**src/rtl/core/lbg_pkg.sv**
```systemverilog
// ----------------------------------------------------------------------------
// lbg_pkg
// Shared types and constants for the line pixel generator.
// ----------------------------------------------------------------------------
`default_nettype none

package lbg_pkg;

  localparam int unsigned X_W     = 9;
  localparam int unsigned Y_W     = 8;
  localparam int unsigned COL_W   = 16;
  localparam int unsigned M_W     = (X_W > Y_W) ? X_W : Y_W;
  localparam int unsigned E_W     = M_W + 2;
  localparam int unsigned QUEUE_DEPTH = 2;

  typedef enum logic {
    ACT_LOAD    = 1'b0,
    ACT_ADVANCE = 1'b1
  } action_e;

  typedef struct packed {
    action_e            action;
    logic [X_W-1:0]     start_x;
    logic [Y_W-1:0]     start_y;
    logic [X_W-1:0]     end_x;
    logic [Y_W-1:0]     end_y;
    logic [COL_W-1:0]   colour;
  } in_word_t;

  typedef struct packed {
    logic [X_W-1:0]     pixel_x;
    logic [Y_W-1:0]     pixel_y;
    logic [COL_W-1:0]   pixel_colour;
    logic               last_pixel;
  } out_word_t;

  typedef struct packed {
    logic               steep;
    logic [M_W-1:0]     major_pos;
    logic [M_W-1:0]     major_end;
    logic [M_W-1:0]     minor_pos;
    logic               minor_down;
    logic [M_W-1:0]     delta_major;
    logic [M_W-1:0]     delta_minor;
    logic [E_W-1:0]     error_init;
    logic [COL_W-1:0]   colour;
  } setup_t;

  typedef struct packed {
    logic               load;
    setup_t             setup;
  } cmd_t;

endpackage

`default_nettype wire

```
**src/rtl/core/lbg_front.sv**
```systemverilog
// ----------------------------------------------------------------------------
// lbg_front
// Accepts input words, classifies load versus advance and computes the
// line setup for loads before queuing the command.
// ----------------------------------------------------------------------------
`default_nettype none

module lbg_front (
  input  lbg_pkg::in_word_t in_word_i,
  input  logic              in_valid_i,
  output logic              in_stall_o,
  input  logic              q_full_i,
  output logic              push_o,
  output lbg_pkg::cmd_t     cmd_o
);
  import lbg_pkg::*;

  logic [M_W-1:0] xa, xb, ya, yb;
  logic [M_W-1:0] dx, dy;
  logic           steep;
  logic [M_W-1:0] ma, na, mb, nb;
  logic [M_W-1:0] m_lo, m_hi, n_lo, n_hi;
  logic [M_W-1:0] d_major;

  always_comb begin
    xa = M_W'(in_word_i.start_x);
    xb = M_W'(in_word_i.end_x);
    ya = M_W'(in_word_i.start_y);
    yb = M_W'(in_word_i.end_y);
    dx = (xa > xb) ? (xa - xb) : (xb - xa);
    dy = (ya > yb) ? (ya - yb) : (yb - ya);
    steep = dy > dx;
    if (steep) begin
      ma = ya; na = xa; mb = yb; nb = xb;
    end else begin
      ma = xa; na = ya; mb = xb; nb = yb;
    end
    if (ma > mb) begin
      m_lo = mb; m_hi = ma; n_lo = nb; n_hi = na;
    end else begin
      m_lo = ma; m_hi = mb; n_lo = na; n_hi = nb;
    end
    d_major = m_hi - m_lo;
  end

  always_comb begin
    cmd_o.load              = (in_word_i.action == ACT_LOAD);
    cmd_o.setup.steep       = steep;
    cmd_o.setup.major_pos   = m_lo;
    cmd_o.setup.major_end   = m_hi;
    cmd_o.setup.minor_pos   = n_lo;
    cmd_o.setup.minor_down  = !(n_lo < n_hi);
    cmd_o.setup.delta_major = d_major;
    cmd_o.setup.delta_minor = (n_lo > n_hi) ? (n_lo - n_hi) : (n_hi - n_lo);
    cmd_o.setup.error_init  = E_W'(0) - {2'b00, 1'b0, d_major[M_W-1:1]};
    cmd_o.setup.colour      = in_word_i.colour;
  end

  assign in_stall_o = q_full_i;
  assign push_o     = in_valid_i && !q_full_i;

endmodule

`default_nettype wire

```
**src/rtl/core/lbg_queue.sv**
```systemverilog
// ----------------------------------------------------------------------------
// lbg_queue
// Short command queue decoupling the front from the back.
// ----------------------------------------------------------------------------
`default_nettype none

module lbg_queue #(
  parameter int unsigned DEPTH = lbg_pkg::QUEUE_DEPTH
) (
  input  logic          clk_i,
  input  logic          rst_ni,
  input  logic          push_i,
  input  lbg_pkg::cmd_t cmd_i,
  output logic          full_o,
  input  logic          pop_i,
  output logic          valid_o,
  output lbg_pkg::cmd_t cmd_o
);
  import lbg_pkg::*;

  localparam int unsigned PTR_W = (DEPTH > 1) ? $clog2(DEPTH) : 1;
  localparam int unsigned CNT_W = $clog2(DEPTH + 1);

  cmd_t             mem_q [DEPTH];
  logic [PTR_W-1:0] wr_ptr_q, wr_ptr_d;
  logic [PTR_W-1:0] rd_ptr_q, rd_ptr_d;
  logic [CNT_W-1:0] count_q, count_d;
  logic             do_push, do_pop;

  assign full_o  = (count_q == CNT_W'(DEPTH));
  assign valid_o = (count_q != '0);
  assign cmd_o   = mem_q[rd_ptr_q];
  assign do_push = push_i && !full_o;
  assign do_pop  = pop_i && valid_o;

  always_comb begin
    wr_ptr_d = wr_ptr_q;
    rd_ptr_d = rd_ptr_q;
    count_d  = count_q;
    if (do_push) begin
      wr_ptr_d = (wr_ptr_q == PTR_W'(DEPTH - 1)) ? '0 : wr_ptr_q + 1'b1;
    end
    if (do_pop) begin
      rd_ptr_d = (rd_ptr_q == PTR_W'(DEPTH - 1)) ? '0 : rd_ptr_q + 1'b1;
    end
    if (do_push && !do_pop) begin
      count_d = count_q + 1'b1;
    end else if (do_pop && !do_push) begin
      count_d = count_q - 1'b1;
    end
  end

  always_ff @(posedge clk_i or negedge rst_ni) begin
    if (!rst_ni) begin
      wr_ptr_q <= '0;
      rd_ptr_q <= '0;
      count_q  <= '0;
    end else begin
      wr_ptr_q <= wr_ptr_d;
      rd_ptr_q <= rd_ptr_d;
      count_q  <= count_d;
    end
  end

  always_ff @(posedge clk_i) begin
    if (do_push) begin
      mem_q[wr_ptr_q] <= cmd_i;
    end
  end

endmodule

`default_nettype wire

```
**src/rtl/core/lbg_back.sv**
```systemverilog
// ----------------------------------------------------------------------------
// lbg_back
// Holds the active line, steps the error accumulator once per advance while a
// line is active and registers each pixel word for the output channel.
// ----------------------------------------------------------------------------
`default_nettype none

module lbg_back (
  input  logic               clk_i,
  input  logic               rst_ni,
  input  logic               q_valid_i,
  input  lbg_pkg::cmd_t      cmd_i,
  output logic               pop_o,
  output logic               out_valid_o,
  input  logic               out_stall_i,
  output lbg_pkg::out_word_t out_word_o
);
  import lbg_pkg::*;

  logic             busy_q, busy_d;
  setup_t           line_q, line_d;
  logic             out_valid_q, out_valid_d;
  out_word_t        out_word_q, out_word_d;
  logic             do_load, do_emit;
  logic [E_W-1:0]   err_sum;
  logic             step_minor;
  logic             last;

  assign pop_o   = q_valid_i && (!out_valid_q || !out_stall_i);
  assign do_load = pop_o && cmd_i.load;
  assign do_emit = pop_o && !cmd_i.load && busy_q;

  always_comb begin
    last       = (line_q.major_pos == line_q.major_end);
    err_sum    = line_q.error_init + {2'b00, line_q.delta_minor};
    step_minor = !err_sum[E_W-1] && (err_sum != '0);

    busy_d      = busy_q;
    line_d      = line_q;
    out_word_d  = out_word_q;
    out_valid_d = out_valid_q && out_stall_i;

    if (do_load) begin
      line_d = cmd_i.setup;
      busy_d = 1'b1;
    end else if (do_emit) begin
      out_valid_d = 1'b1;
      out_word_d.pixel_x      = line_q.steep ? X_W'(line_q.minor_pos)
                                             : X_W'(line_q.major_pos);
      out_word_d.pixel_y      = line_q.steep ? Y_W'(line_q.major_pos)
                                             : Y_W'(line_q.minor_pos);
      out_word_d.pixel_colour = line_q.colour;
      out_word_d.last_pixel   = last;
      if (step_minor) begin
        line_d.minor_pos  = line_q.minor_down ? line_q.minor_pos - 1'b1
                                              : line_q.minor_pos + 1'b1;
        line_d.error_init = err_sum - {2'b00, line_q.delta_major};
      end else begin
        line_d.error_init = err_sum;
      end
      line_d.major_pos = line_q.major_pos + 1'b1;
      if (last) begin
        busy_d = 1'b0;
      end
    end
  end

  always_ff @(posedge clk_i or negedge rst_ni) begin
    if (!rst_ni) begin
      busy_q      <= 1'b0;
      out_valid_q <= 1'b0;
    end else begin
      busy_q      <= busy_d;
      out_valid_q <= out_valid_d;
    end
  end

  always_ff @(posedge clk_i) begin
    line_q     <= line_d;
    out_word_q <= out_word_d;
  end

  assign out_valid_o = out_valid_q;
  assign out_word_o  = out_word_q;

endmodule

`default_nettype wire

```
**src/rtl/core/bresenham_line_pixel_generator_unit.sv**
```systemverilog
// ----------------------------------------------------------------------------
// bresenham_line_pixel_generator_unit
// Path: an advance word is held in a queue slot, then its pixel word is
// taken into the output register.
// Throughput: one input word per cycle while the queue is not full, one
// pixel per cycle while the output is not stalled.
// Reset: rst_ni clears the queue, the busy flag and the output valid flag;
// the unit is idle and ready once reset is released.
// ----------------------------------------------------------------------------
`default_nettype none

module bresenham_line_pixel_generator_unit #(
  parameter int unsigned QUEUE_DEPTH = lbg_pkg::QUEUE_DEPTH
) (
  input  logic               clk_i,
  input  logic               rst_ni,
  input  logic               in_valid_i,
  output logic               in_stall_o,
  input  lbg_pkg::in_word_t  in_word_i,
  output logic               out_valid_o,
  input  logic               out_stall_i,
  output lbg_pkg::out_word_t out_word_o
);
  import lbg_pkg::*;

  logic q_full, q_push, q_valid, q_pop;
  cmd_t front_cmd, back_cmd;

  lbg_front u_front (
    .in_word_i  (in_word_i),
    .in_valid_i (in_valid_i),
    .in_stall_o (in_stall_o),
    .q_full_i   (q_full),
    .push_o     (q_push),
    .cmd_o      (front_cmd)
  );

  lbg_queue #(
    .DEPTH (QUEUE_DEPTH)
  ) u_queue (
    .clk_i   (clk_i),
    .rst_ni  (rst_ni),
    .push_i  (q_push),
    .cmd_i   (front_cmd),
    .full_o  (q_full),
    .pop_i   (q_pop),
    .valid_o (q_valid),
    .cmd_o   (back_cmd)
  );

  lbg_back u_back (
    .clk_i       (clk_i),
    .rst_ni      (rst_ni),
    .q_valid_i   (q_valid),
    .cmd_i       (back_cmd),
    .pop_o       (q_pop),
    .out_valid_o (out_valid_o),
    .out_stall_i (out_stall_i),
    .out_word_o  (out_word_o)
  );

endmodule

`default_nettype wire

```
**config.mk**
```make
export PLATFORM = sky130hd
export DESIGN_NAME = bresenham_line_pixel_generator_unit
export DESIGN_NICKNAME = d
export VERILOG_FILES = /design/src/rtl/core/lbg_pkg.sv /design/src/rtl/core/lbg_front.sv /design/src/rtl/core/lbg_queue.sv /design/src/rtl/core/lbg_back.sv /design/src/rtl/core/bresenham_line_pixel_generator_unit.sv
export SDC_FILE = /design/constraint.sdc
export NUM_CORES = 1
export LEC_CHECK = 0
export ABC_AREA = 1
export BUFFER_PORTS_ARGS = -buffer_cell sky130_fd_sc_hd__buf_2
export CAP_MARGIN = 10
export CORE_ASPECT_RATIO = 1.1
export CORE_MARGIN = 8
export CORE_UTILIZATION = 45
export DETAILED_ROUTE_END_ITERATION = 10
export PLACE_DENSITY_LB_ADDON = 0.3
export SYNTH_ARGS = -nofsm -noshare
export SYNTH_HDL_FRONTEND = slang
export SYNTH_SLANG_ARGS = --single-unit
export TNS_END_PERCENT = 50
```
**constraint.sdc**
```tcl
create_clock -name clk_i -period 3.9 [get_ports clk_i]
set_input_delay 0.585 -clock clk_i [delete_from_list [all_inputs] [get_ports clk_i]]
set_output_delay 0.585 -clock clk_i [all_outputs]
set_load 0.02 [all_outputs]
```
# Word-level counts from Yosys, hierarchy flattened
# Memories as Yosys holds them, arrays and structs flattened.
# Index checks and enable logic that the tools add are counted.
[word_totals]
memories = 1
output_inout_bits = 36
ram_bits = 150
register_bits = 114
inputBits = 55
word_cells = 108
[mem_list]
columns = ["memory", "words", "width", "rd", "rd_ports_with_merged_regs", "write_ports", "line", "text"]
rows = [
  ["u_queue.mem_q", 2, 75, 1, 0, 1, "lbg_queue.sv:24", "cmd_t mem_q [DEPTH];"],
]
[classes]
n_mux = 33
n_bitwise = 2
n_reduce_logical = 29
order_cmp = 6
eq_ne = 2
n_addsub = 17
[ops]
columns = ["op", "count"]
rows = [
  ["9-bit 2-to-1 mux", 18],
  ["9-bit subtractor", 5],
  ["9-bit > comparator", 4],
  ["11-bit 2-to-1 mux", 3],
  ["9-bit by 1-bit adder with 9-bit output (second input constant)", 2],
  ["8-bit by 8-bit subtractor with 9-bit output", 2],
  ["11-bit by 9-bit adder with 11-bit output", 1],
  ["1-bit logical AND", 11],
  ["11-bit nonzero test", 1],
  ["11-bit by 9-bit subtractor with 11-bit output", 1],
  ["2-bit nonzero test", 5],
  ["9-bit == test", 1],
  ["9-bit less-than comparator", 1],
  ["1-bit 2-to-1 mux", 9],
  ["1-bit by 8-bit subtractor with 9-bit output (first input constant)", 1],
  ["9-bit by 1-bit subtractor with 9-bit output (second input constant)", 1],
  ["8-bit > comparator", 1],
  ["1-bit logical NOT", 8],
  ["8-bit 2-to-1 mux", 1],
  ["2-bit AND reduction", 3],
  ["2-bit 2-to-1 mux", 2],
  ["1-bit adder (second input constant)", 2],
  ["2-bit by 1-bit adder with 2-bit output (second input constant)", 1],
  ["2-bit == test (second input constant)", 1],
  ["other kinds (3)", 4],
]

# Logic depth before layout (Yosys ltp)
# Gate-level depths: netlist (run 1).
[depth]
ltp_word = 8
mapped_depth = 56
mapped_depth_nobuf = 49

# Modules after synthesis
# Synthesis (run 1) repeated with hierarchy kept, for this count alone.
[hier_totals]
hier_cells = 1672
area_unflattened_um2 = 15444.8
[modules_own_cells]
columns = ["mod", "n_inst", "area_each_um2", "cells_each", "seq_area_each_um2"]
rows = [
  ["lbg_queue", 1, 5701.7, 424, 4604.4],
  ["lbg_back", 1, 5569.1, 536, 3293.2],
  ["lbg_front", 1, 4174.0, 712, 0.0],
]

# Worst setup path before layout (run 1)
# Ideal clock, no wire load.
[synth_path]
path_kind = "input to register"
startpoint = "input port in_word_i[20] in the netlist's numbering"
endpoint = "memory u_queue.mem_q[0][32] in the netlist's numbering, data pin"
setup_ps = 270
arrival_ps = 8077
path_buffers = 10
path_slack_ps = -4447
stages = 48
required_time_ps = 3630
path_cell_list = "inv_1 ha_1 clkbuf_1 nand2_1 or4_1 nand2_1 clkbuf_1 nand2_1 nand3_1 a21oi_1 a2111oi_0 ha_1 nand2_2 inv_1 a21oi_2 nand3_4 nand2_4 buf_8 (+12 left out) nand2_4 buf_6 buf_2 clkbuf_1 o21ai_0 inv_1 ha_1 a21oi_1 o21ai_0 nand2_1 o211ai_1 a21oi_1 o21bai_1 nand2_1 clkbuf_1 mux2i_1 o221ai_1 xor2_1"
[synth_lines]
columns = ["item", "line", "text"]
rows = [
  ["start, declared", "bresenham_line_pixel_generator_unit.sv:19", "input lbg_pkg::in_word_t in_word_i,"],
  ["end, declared", "lbg_queue.sv:24", ""],
]

==> results of run 1 <==
## cells in the mapped netlist (6+ instances only)
| cell type | number |
|---|---|
| nand2_1 | 415 |
| edfxtp_1 | 252 |
| inv_1 | 181 |
| o21ai_0 | 97 |
| ha_1 | 95 |
| nor2_1 | 75 |
| a21oi_1 | 71 |
| nand3_1 | 49 |
| xor2_1 | 40 |
| clkbuf_1 | 35 |
| nand2_2 | 20 |
| nand2_4 | 18 |
| xnor2_1 | 14 |
| a31oi_1 | 11 |
| o211ai_1 | 10 |
| a21o_1 | 9 |
| fa_1 | 9 |
| nor3_1 | 8 |
| nor2_2 | 7 |
| a211oi_1 | 6 |
| a221oi_1 | 6 |
| dfrtp_1 | 6 |
| o31ai_1 | 6 |
## cell families after synthesis
| logic type | after synthesis |
|---|---|
| muxes | 2 |
| DFF | 258 |
| and+or+nand+nor | 617 |
| AOI/OAI and AO/OA | 242 |
| adders and majority gates | 104 |
| buffers and inverters | 232 |
| xor gates and xnor gates | 54 |
## flip-flops by register name, indices dropped and copies added, names as in the netlist
name,flops
u_queue.mem_q,144
u_back.line_q,74
u_back.out_word_o,34
u_queue.count_q,2
u_back.busy_q,1
u_back.out_valid_o,1
u_queue.rd_ptr_q,1
u_queue.wr_ptr_q,1
## through the flow
step	utilization (%)	instance area (um2)	std cells	TNS (ns)	setup slack, ns
after floorplan	-	15000	1509	-238.01	-3.49
after detailed placement	55.0	17700	2241	-278.68	-3.71
after CTS	59.8	19200	2317	-167.54	-2.53
final	62.1	19900	2334	-181.99	-2.71
after global placement	55.0	17700	2241	-268.70	-3.47
after global routing	62.1	19900	2334	-213.29	-3.04
## cell type report
cell class / count / area [um2] / share of cell area, %
inverter: 188 / 743 / 3.73
multi-input combinational: 1024 / 7180 / 36.0
tap: 426 / 533 / 2.67
clock inverter: 14 / 104 / 0.521
sequential: 258 / 7720 / 38.7
timing repair buffer: 392 / 3000 / 15.1
clock buffer: 32 / 652 / 3.27
## metal layers
| layer | vias up | GRT usage, % | wire length [um] |
|---|---|---|---|
| li1 | 5835 | - | - |
| met1 | 5475 | 22.7 | 15500 |
| met2 | 271 | 34.7 | 19400 |
| met3 | 73 | 2.52 | 1640 |
| met4 | 0 | 6.67 | 1220 |
| met5 | - | 0 | 0 |
## worst max-delay path by stage
stage | start | to | depth (start not counted)
finish | in_word_i[26] | u_queue.mem_q[0][33] | 44
global route | in_word_i[26] | u_queue.mem_q[0][33] | 44
CTS | in_word_i[26] | u_queue.mem_q[0][32] | 44
detailed placement | in_word_i[26] | u_queue.mem_q[0][32] | 45
global placement | in_word_i[18] | u_queue.mem_q[0][32] | 47
floorplan | in_word_i[26] | u_queue.mem_q[0][32] | 51
## timing repair
action	CTS	global route
gates cloned	4	2
setup endpoints to repair	108	108
pin swaps	68	80
hold buffers	1	0
buffers inserted	28	15
gates resized for setup	139	138
hold endpoints to repair	6	0
==> impl_metrics.toml, run 1 <==
[logic_synthesis]
postSynthAreaPerCell_um2 = 9.69
synthesis.instances = 1509
postSynth.asyncResetShare_pct = 2.33
synth_top_family_by_area = "simple AND/OR/NAND/NOR gates"
synth-edff-count = 252
synth_top_area_cell = "edfxtp_1"
yosys.cell_types.count = 56
yosys_most_used_dff = "edfxtp_1"
ys_ff_latch = 258
synth_fp_nets = 1668
synthesis.yosys.warnings = 0
post_synth_main_area_contributors = "edfxtp_1 52%, nand2_1 11%, ha_1 8.1%"
post_synth_adder_cell_area_pct = 9.36
synth.cell_area_mm2 = 0.0146
synth_simple_gate_area_share_pct = 18.6
synth_largest_type_area_fraction_pct = 51.8
synth.mux.area_fraction_pct = 0.137
post_synth_xor_area_fraction_pct = 3.24
sequential_area_share_after_synthesis_pct = 52.8
synth_compound_gate_area_share_pct = 9.58

[floorplanning]
floorplan.initialDensity_pct = 45.5
chipWidth_um = 188
io_pins = 91
core_region_area_mm2 = 0.0321
die_area_mm2 = 0.0385
chipHeight_um = 205
core.rowCount = 69

[grt]
grtUsageTotal_pct = 19.0
maximum_number_of_pins_on_one_net_before_global_route_repair = 83
grt_pass1_wl_um = 59500
via_count_of_the_first_global_routing_pass = 11800
number_of_antenna_violations_at_the_first_check_in_global_routing = 0
grt-ovfl-total = 0

[hold_path]
type_of_the_worst_min_delay_path = "input port to flip-flop"
hold_depth = 1
timing.hold.worst_endpoint = "u_queue.mem_q[1][13]"
worst_hold_startpoint = "in_word_i[13]"

[timing]
clock-skew-final_ns = 0.0198
layout_worst_path_cycle_share_pct = 170
finalHoldViolCount = 0
setup-violations-final = 108
worst_pin_slew_ns = 0.985
timing.hold.ws_ns = 0.253
final_period_minus_worst_setup_slack_ns = 6.61
clock.fmax_mhz = 151
worst_slack_ns = -2.71
maxSlewHeadroom_pct = 34.3
finalMaxSlewViolations = 0
rsz0062_at_grt = "true"

[clocking]
cts-buffers-inserted = 25
clk_transition_reported_paths_ns = 0.07
h-tree-depth = 1
cts_tree = "built"
clk_lat_worst_skew_ns = 0.52
cts_buffer_depth = 3
cts-root-buf = "clkbuf_16"
cts_num_sinks = 258

[critical_path]
cp_slowest_cell = "ha_4"
timing.critical_path.max_delay_family = "compound AO/OA/AOI/OAI gates"
timing.critical_path.slowest_cell_delay_ns = 0.30
startpoint_type = "input port"
worst_r2r_startpoint = "u_back.line_q[18]"
worst_ep_required_time_ns = 4.14
signal_arrival_time_at_the_worst_endpoint_ns = 6.85
critPathMaxFanout = 8
r2r_setup_slack_ns = 0.57
critical_path.reg2reg.endpoint = "u_back.line_q[26]"
timing.setup.critical_path_class = "input port to flip-flop"
endpoint_kind = "flip-flop"
rr_worst_depth = 19
path_buf_inv = 6
critical-path-top-cell-by-count = "nand2_4"

[route]
first_pass_iters = 5
ant_nets = 0
dr_total_vias = 11700
detail_routed_via_count_per_cell = 4.99
drt-total-wl_um = 37800
detail_route.drc_violations = 0
wl_per_cell_um = 16.2
drt_iter0_drc = 562

[place]
dp_hpwl_um = 27600
buffer_ports.inserted = 90
finalWeightedCongestion = 0.893

[layout]
most_used_cells_in_the_layout_excluding_fill_and_tap_cells = "364 x nand2_1, 254 x buf_4, 252 x edfxtp_1, 150 x inv_1, 85 x buf_2"
layout.nets = 2048
num_antenna_cells = 0
area_growth_syn_to_layout_pct = 36.4
ratio_of_cells_with_drive_above_1_in_the_final_layout_pct = 36.3
n_fill_cell = 2664
final_common_cell = "nand2_1"

[job]
timing.max_cap.violations = 0

[run_status]
violated_checks = "setup timing"
outcome = "finished, violations left"
Power of run 1 is left out: the tool's default activity adds up to more than one toggle a clock period on the data nets, which glitch-free logic cannot reach.
==> inputs of run 2 (changes only) <==
Settings changed: CORE_UTILIZATION 45 to 50.
==> run 2 against run 1 <==
The run still ends with setup timing left. Fmax is essentially flat. Sequential cell count is the same. Critical path depth is the same. Cell count shrank 1.4%. Global-route usage grew 2.4 points. Register-to-register slack lost 0.09 ns. Core utilization grew 8.7 points. Non-clock buffer count grew 26. Largest cell class unchanged. Highest routed layer unchanged.
==> impl_metrics.toml, run 2 (synthesized netlist as in run 1, its figures left out) <==
[run_status]
outcome = "finished, violations left"
violated_checks = "setup timing"

[grt]
number_of_antenna_violations_at_the_first_check_in_global_routing = 0
grt_pass1_wl_um = 60500
grt-ovfl-total = 0
via_count_of_the_first_global_routing_pass = 12200
grtUsageTotal_pct = 21.4
maximum_number_of_pins_on_one_net_before_global_route_repair = 83

[floorplanning]
chipWidth_um = 179
die_area_mm2 = 0.0350
core.rowCount = 65
floorplan.initialDensity_pct = 50.9
io_pins = 91
core_region_area_mm2 = 0.0287
chipHeight_um = 195

[layout]
ratio_of_cells_with_drive_above_1_in_the_final_layout_pct = 38.2
num_antenna_cells = 0
largest_register_ffs = 144
layout.nets = 2075
layout.core_utilization_pct = 70.8
area_growth_syn_to_layout_pct = 39.0
most_used_cells_in_the_layout_excluding_fill_and_tap_cells = "347 x nand2_1, 290 x buf_4, 252 x edfxtp_1, 148 x inv_1, 78 x buf_2"
top_register = "u_queue.mem_q"
final_common_cell = "nand2_1"

[clocking]
clk_transition_reported_paths_ns = 0.06
cts_num_sinks = 258
h-tree-depth = 1
cts_buffer_depth = 3
clk_lat_worst_skew_ns = 0.52
cts_tree = "built"
cts-root-buf = "clkbuf_16"
cts-buffers-inserted = 24

[timing]
final_period_minus_worst_setup_slack_ns = 6.62
finalSetupTns_ns = -193.44
finalMaxSlewViolations = 0
clock.fmax_mhz = 151
setup-violations-final = 108
clock-skew-final_ns = 0.0238
layout_worst_path_cycle_share_pct = 170
worst_slack_ns = -2.72
finalHoldViolCount = 0
maxSlewHeadroom_pct = 31.6
worst_pin_slew_ns = 1.03
rsz0062_at_grt = "true"

[hold_path]
type_of_the_worst_min_delay_path = "input port to flip-flop"

[route]
ant_nets = 0
dr_total_vias = 12000
drt-total-wl_um = 39300
detail_routed_via_count_per_cell = 5.23
wl_per_cell_um = 17.1
first_pass_iters = 5
detail_route.drc_violations = 0
drt_iter0_drc = 860

[critical_path]
worst_ep_required_time_ns = 4.15
signal_arrival_time_at_the_worst_endpoint_ns = 6.86
critical-path-top-cell-by-count = "nand2_4"
critPathMaxFanout = 8
cp_slowest_cell = "ha_4"
endpoint_kind = "flip-flop"
timing.setup.critical_path_class = "input port to flip-flop"
timing.critical_path.slowest_cell_delay_ns = 0.28
startpoint_type = "input port"

[place]
dp_hpwl_um = 27700
buffer_ports.inserted = 90
finalWeightedCongestion = 0.972

[job]
timing.max_cap.violations = 0
run 2: cell type report:
type | count | area (um2)
flip-flops and latches | 258 | 7720
fillers | 1992 | 8390
multi-input cells | 1026 | 7440
repair buffers | 418 | 3210
well taps | 368 | 460
clock buffers | 36 | 646
inverters | 188 | 741
clock inverters | 8 | 103
run 2: timing repair:
| action | CTS | global route |
|---|---|---|
| hold buffers | 1 | 0 |
| endpoints found under the hold margin | 6 | 0 |
| resized for setup | 108 | 208 |
| setup buffers | 45 | 31 |
| gates cloned | 6 | 3 |
| endpoints found under the setup margin | 110 | 108 |
| pin swaps | 54 | 77 |
run 2: worst paths after layout:
path | startpoint | endpoint | slack (ns) | cells past startpoint
worst max-delay path | in_word_i[26] | u_queue.mem_q[1][30] | -2.72 | 44
worst min-delay path | in_word_i[15] | u_queue.mem_q[1][15] | 0.25 | 1
worst max register to register | u_back.line_q[16] | u_back.line_q[16] | 0.48 | 16
worst min register to register | u_back.line_q[1] | u_back.out_word_o[2] | 0.42 | 0
max in group asynchronous | rst_ni | u_queue.rd_ptr_q | 3.30 | 2
min in group asynchronous | rst_ni | u_queue.wr_ptr_q | 0.45 | 2
run 2: layer usage:
layer	wire, um	GRT usage [%]	part of all wire (%)	vias to the layer above
li1	-	-	-	5887
met1	15800	26.4	40	5718
met2	20200	38.4	51	343
met3	2110	2.41	5.4	85
met4	1180	6.31	3.0	0
met5	0	0	0	-
run 2: stage by stage:
stage / setup WS, ns / std cells / hold WS (ns) / cell area, um2
5_1_grt: -3.11 / 2302 / 0.234 / 20300
4_1_cts: -2.51 / 2279 / 0.232 / 19200
2_1_floorplan: -3.49 / 1509 / 0.289 / 15000
3_3_place_gp: -3.68 / 2185 / 0.401 / 17600
6_report: -2.72 / 2302 / 0.250 / 20300
3_5_place_dp: -3.89 / 2185 / 0.405 / 17600
run 2: critical path: cells and delay by family:
family | cells | cell delay [ns]
buffers and inverters | 9 | 0.88
AOI/OAI and AO/OA | 12 | 1.88
and+or+nand+nor | 16 | 1.88
muxes | 1 | 0.22
adders and majority gates | 4 | 1.01
xor gates and xnor gates | 2 | 0.40
Power of run 2 is left out for the same reason.
